`src/design/frvm_pkg.sv`:
```
package frvm_pkg;
  localparam int MEM_DEPTH = 256;
  localparam int REG_COUNT = 5;
  localparam int PC_WIDTH = 16;
  localparam int AW = $clog2(MEM_DEPTH);
  localparam int RW = $clog2(REG_COUNT);

  typedef enum logic [4:0] {
    OP_NOP = 5'd0, OP_ADD = 5'd1, OP_MUL = 5'd2, OP_SUB = 5'd3, OP_DIV = 5'd4,
    OP_COPY = 5'd5, OP_LDI = 5'd6, OP_JMP = 5'd7, OP_JZ = 5'd8, OP_LT = 5'd9,
    OP_GT = 5'd10, OP_EQ = 5'd11, OP_PRINT = 5'd12, OP_ISTORE = 5'd13,
    OP_ADDR = 5'd14, OP_ILOAD = 5'd15, OP_RREAD = 5'd16, OP_RWRITE = 5'd17,
    OP_RET = 5'd18
  } op_t;

  typedef enum logic [3:0] {
    S_CLEAR, S_IDLE, S_RD1, S_RD2, S_RD3, S_RD4, S_DIV, S_MUL, S_EXEC, S_OUT
  } state_t;

  typedef struct packed {
    logic        start;
    logic [31:0] n;
    logic [31:0] d;
  } div_req_t;

  typedef struct packed {
    logic        done;
    logic [31:0] q;
  } div_rsp_t;
endpackage

```
`src/design/frvm_div.sv`:
```
module frvm_div (
  input  logic                clk,
  input  logic                rst,
  input  frvm_pkg::div_req_t  req,
  output frvm_pkg::div_rsp_t  rsp
);
  logic [31:0] rem, quo, dv;
  logic [5:0]  cnt;
  logic        busy, neg;
  logic [32:0] trial;

  assign trial = {rem[31:0], quo[31]} - {1'b0, dv};

  always_ff @(posedge clk) begin
    if (rst) begin
      busy <= 1'b0;
      rsp.done <= 1'b0;
    end else begin
      rsp.done <= 1'b0;
      if (req.start) begin
        busy <= 1'b1;
        cnt <= 6'd32;
        rem <= '0;
        quo <= req.n[31] ? -req.n : req.n;
        dv <= req.d[31] ? -req.d : req.d;
        neg <= req.n[31] ^ req.d[31];
        if (req.d == '0) begin
          busy <= 1'b0;
          rsp.done <= 1'b1;
          rsp.q <= '0;
        end
      end else if (busy) begin
        if (!trial[32]) begin
          rem <= trial[31:0];
          quo <= {quo[30:0], 1'b1};
        end else begin
          rem <= {rem[30:0], quo[31]};
          quo <= {quo[30:0], 1'b0};
        end
        cnt <= cnt - 6'd1;
        if (cnt == 6'd1) begin
          busy <= 1'b0;
          rsp.done <= 1'b1;
          rsp.q <= neg ? -{quo[30:0], ~trial[32]} : {quo[30:0], ~trial[32]};
        end
      end
    end
  end
endmodule

```
`config.mk`:
```
export PLATFORM = sky130hd
export DESIGN_NAME = frvm_div
export DESIGN_NICKNAME = d
export VERILOG_FILES = /design/src/design/frvm_pkg.sv /design/src/design/frvm_div.sv
export SDC_FILE = /design/constraint.sdc
export NUM_CORES = 1
export LEC_CHECK = 0
export BUFFER_PORTS_ARGS = -buffer_cell sky130_fd_sc_hd__buf_2
export CORE_MARGIN = 1
export CORE_UTILIZATION = 50
export CTS_CLUSTER_DIAMETER = 30
export DETAILED_ROUTE_END_ITERATION = 6
export PLACE_DENSITY_LB_ADDON = 0.12
export SLEW_MARGIN = 20
export SYNTH_ARGS = -nofsm -noshare
export SYNTH_HDL_FRONTEND = slang
export SYNTH_SLANG_ARGS = --single-unit
```
`constraint.sdc`:
```
create_clock -name clk -period 10 [get_ports clk]
set_input_delay 0.5 -clock clk [delete_from_list [all_inputs] [get_ports clk]]
set_output_delay 0.5 -clock clk [all_outputs]
set_load 0.01 [all_outputs]
```
==> flow_summary.json <==
{
  "rrSetupSlack_ns": 5.75,
  "rows": 48,
  "ctsHoldBuffers": 0,
  "root_buffer": "clkbuf_16",
  "clk_latency_ns": 0.43,
  "syn-num-nets": 1036,
  "startpoint_type": "register",
  "synth_edf_count": 135,
  "drt_first_pass_iters": 5,
  "critPathMaxStageDelay_ns": 0.40,
  "cp_cell_sequence": "ha_1, and3_1, a221o_1, a22o_1, a211o_1, a21oi_1, xnor2_2, inv_1, ha_1, nand2_1, or2_2, or3_4, o41ai_2, xor2_1, nor2_1",
  "clock-sinks": 137,
  "fin_cells": 1247,
  "hold_viol": 0,
  "path_delay_family": "compound AO/OA/AOI/OAI gates",
  "finalWeightedCongestion": 0.846,
  "fin_crit_ns": 4.25,
  "first_iter_violations": 460,
  "synth_async_sr_flop_share_pct": 0,
  "ioPinCount": 100,
  "seq_area_frac_synth_pct": 45.6,
  "hold-path-cell-count": 1,
  "overflow": 0,
  "setup_tns_ns": 0,
  "status": "completed",
  "arrival_ns": 4.42,
  "via_per_inst": 5.70,
  "fin_nets": 1114,
  "dp_slack_ns": 5.67,
  "rsz0062_at_grt": "no",
  "cp_max_fo": 9,
  "cts_tree": "built",
  "path_buf_inv": 1,
  "synthMuxAreaShare_pct": 0.502,
  "drcViolationCount": 0,
  "finalCritPeriodShare_pct": 42.5,
  "diodes": 0,
  "yosysTopAreaCellShare_pct": 45.2,
  "dp.cells": 1214,
  "fmax_mhz": 235,
  "die_w_um": 136,
  "fin_ws_ns": 5.75,
  "required_ns": 10.17,
  "grt_pass1_wl_um": 32300,
  "yosys_warnings": 0,
  "clkSlewWorstSetupHoldPaths_ns": 0.06,
  "area.growth.synth_to_final_pct": 14.5,
  "grtUsageTotal_pct": 22.4,
  "p_total_mw": 1.79,
  "postCtsSetupRepairBufs": 0,
  "hold_end": "dv[0]",
  "cts_buffers": 17,
  "max_slew_margin_pct": 31.5,
  "io_buffers": 99,
  "p_per_area_nw_per_um2": 174,
  "synth_compound_area_share_pct": 16.5,
  "drv_slew": 0,
  "die_area_um2": 18500,
  "fin_skew_ns": 0.0107,
  "cts_buffer_depth": 2,
  "syn_avg_cell_area_um2": 9.63,
  "r2r.worst_path.cells": 15,
  "r2r_start": "rem[10]",
  "place_area_um2": 9640,
  "dieHeight_um": 136,
  "synth.distinct_cells": 64,
  "yosys-top-cells-area": "edfxtp_1 (45%), xor2_1 (6.6%), ha_1 (5.2%), a21oi_1 (5.1%), xnor2_1 (4.9%)",
  "synth_top_family_by_area": "simple AND/OR/NAND/NOR gates",
  "hold_start": "req[0]",
  "synth-xor-area-share_pct": 11.5,
  "detail_route.wl_per_cell_um": 15.9,
  "vias": 7113,
  "worstReg2RegEnd": "rsp[28]",
  "h-tree-depth": 4,
  "end_kind": "register",
  "synth_adder_area_share_pct": 5.38,
  "path_common_cell": "ha_1",
  "synth.cell_area_um2": 8970,
  "synth_top_flop_cell": "edfxtp_1",
  "path_depth": 15,
  "critPathSlowestCell": "ha_1",
  "wirelength_um": 19800,
  "grt_pass1_vias": 6704,
  "post_cts_resized": 0,
  "synth_seq_cells": 137,
  "setup_viol": 0,
  "synthSimpleGateAreaFrac_pct": 16.5,
  "layout-drive-gt1-share_pct": 15.8,
  "max_cap_viol_count": 0,
  "stdcell_area_um2": 10300,
  "hold_path_class": "in2reg",
  "fp.coreArea_um2": 17400,
  "critPathKind": "reg2reg",
  "synth_top_area_cell": "edfxtp_1",
  "p_leak_nw": 3.83,
  "initial_core_util_pct": 51.5,
  "dp_hpwl_um": 13800,
  "detail-route-antenna-nets": 0,
  "peakVddDrop_v": 0.000129,
  "synth_cells": 931,
  "antenna_found_initial": 0,
  "grt_max_degree": 99,
  "worst_pin_slew_ns": 1.03
}
-- worst register-to-register path, delay by kind of cell (launching register included) --
| family | cells | cell delay (ns) |
|---|---|---|
| flip-flops | 1 | 0.39 |
| AO/OA/AOI/OAI | 5 | 1.56 |
| XOR/XNOR | 2 | 0.28 |
| AND/OR/NAND/NOR | 5 | 1.11 |
| buffers and inverters | 1 | 0.09 |
| adder cells (fa/ha/maj) | 2 | 0.56 |
-- power breakdown --
| part | total (mW) | internal [mW] | leakage, nW | switching (mW) |
|---|---|---|---|---|
| Combinational | 0.426 | 0.170 | 2.33 | 0.256 |
| Sequential | 0.713 | 0.686 | 1.22 | 0.0276 |
| Clock | 0.649 | 0.392 | 0.277 | 0.257 |
-- kinds of logic (layout without fill, tap and decap cells) --
kind of cell               Yosys count  after routing
AOI/OAI and AO/OA                  232            232
xor gates and xnor gates           118            118
adders and majority gates           38             38
buffers and inverters               93            184
DFF                                137            137
muxes                                4              4
and+or+nand+nor                    309            309
-- worst max path at each step --
stage            start      end  slack [ns]
5_1_grt        rem[10]  rsp[28]        5.50
6_report       rem[10]  rsp[28]        5.75
2_1_floorplan   req[7]   rsp[0]        5.48
3_5_place_dp    req[6]   rsp[5]        5.67
4_1_cts        rem[10]  rsp[28]        5.76
3_3_place_gp    req[7]   rsp[5]        5.74
-- registers in the layout (all words and copies together) (netlist names) --
name / flops
rsp: 33
neg: 1
dv: 32
busy: 1
rem: 32
quo: 32
cnt: 6
-- synthesized netlist by cell type, types with 4 or more instances --
cell type,number
a21oi_1,92
edfxtp_1,135
nor4_1,7
o31ai_1,30
o41ai_1,14
nand2b_1,12
and3_1,4
clkbuf_1,42
or3_1,18
o21a_1,4
nor3_1,9
nand2_1,98
nand4_1,8
a211oi_1,7
o41ai_2,4
nand3_1,12
or2_2,5
xor2_1,68
nand3b_1,6
nor2_1,98
xnor2_1,50
a21o_1,8
ha_1,37
inv_1,46
or4_1,10
o21ai_1,6
nor2b_1,4
o21ai_0,40
-- per-stage QoR --
stage               util (%)  hold WS [ns]
finish                  59.0         0.278
global route            59.0         0.274
CTS                     58.8         0.268
detailed placement      55.4         0.589
global placement        55.4         0.571
floorplan                  -         0.544
-- placed cells by master, fill, tap and decap left out, types with 14 or more instances in the layout --
cell       synthesis  layout
o41ai_1           14      14
xnor2_1           50      49
clkbuf_16          0      17
o31ai_1           30      30
a21oi_1           92      91
edfxtp_1         135     135
nand2_1           98      98
o21ai_0           40      40
nor2_1            98      97
inv_1             46      46
ha_1              37      37
xor2_1            68      68
buf_2              3      98
or3_1             18      18
-- metal layers --
layer  vias up  GRT usage [%]  wire length, µm  part of all wire [%]
met5         -              0                0                     0
met4         0           6.98              221                   1.1
met3        18           3.58              682                   3.4
met2       148           37.3             9540                    48
met1      3404           30.0             9390                    47
li1       3543              -                -                     -
-- layout make-up --
| class | count | area, µm² |
|---|---|---|
| multi-input combinational | 701 | 4550 |
| tap | 225 | 282 |
| sequential | 137 | 4090 |
| inverter | 46 | 173 |
| clock buffer | 17 | 425 |
| fill | 1572 | 7150 |
| timing repair buffer | 106 | 571 |
| clock inverter | 15 | 175 |
(Power assumes the default switching activity.)
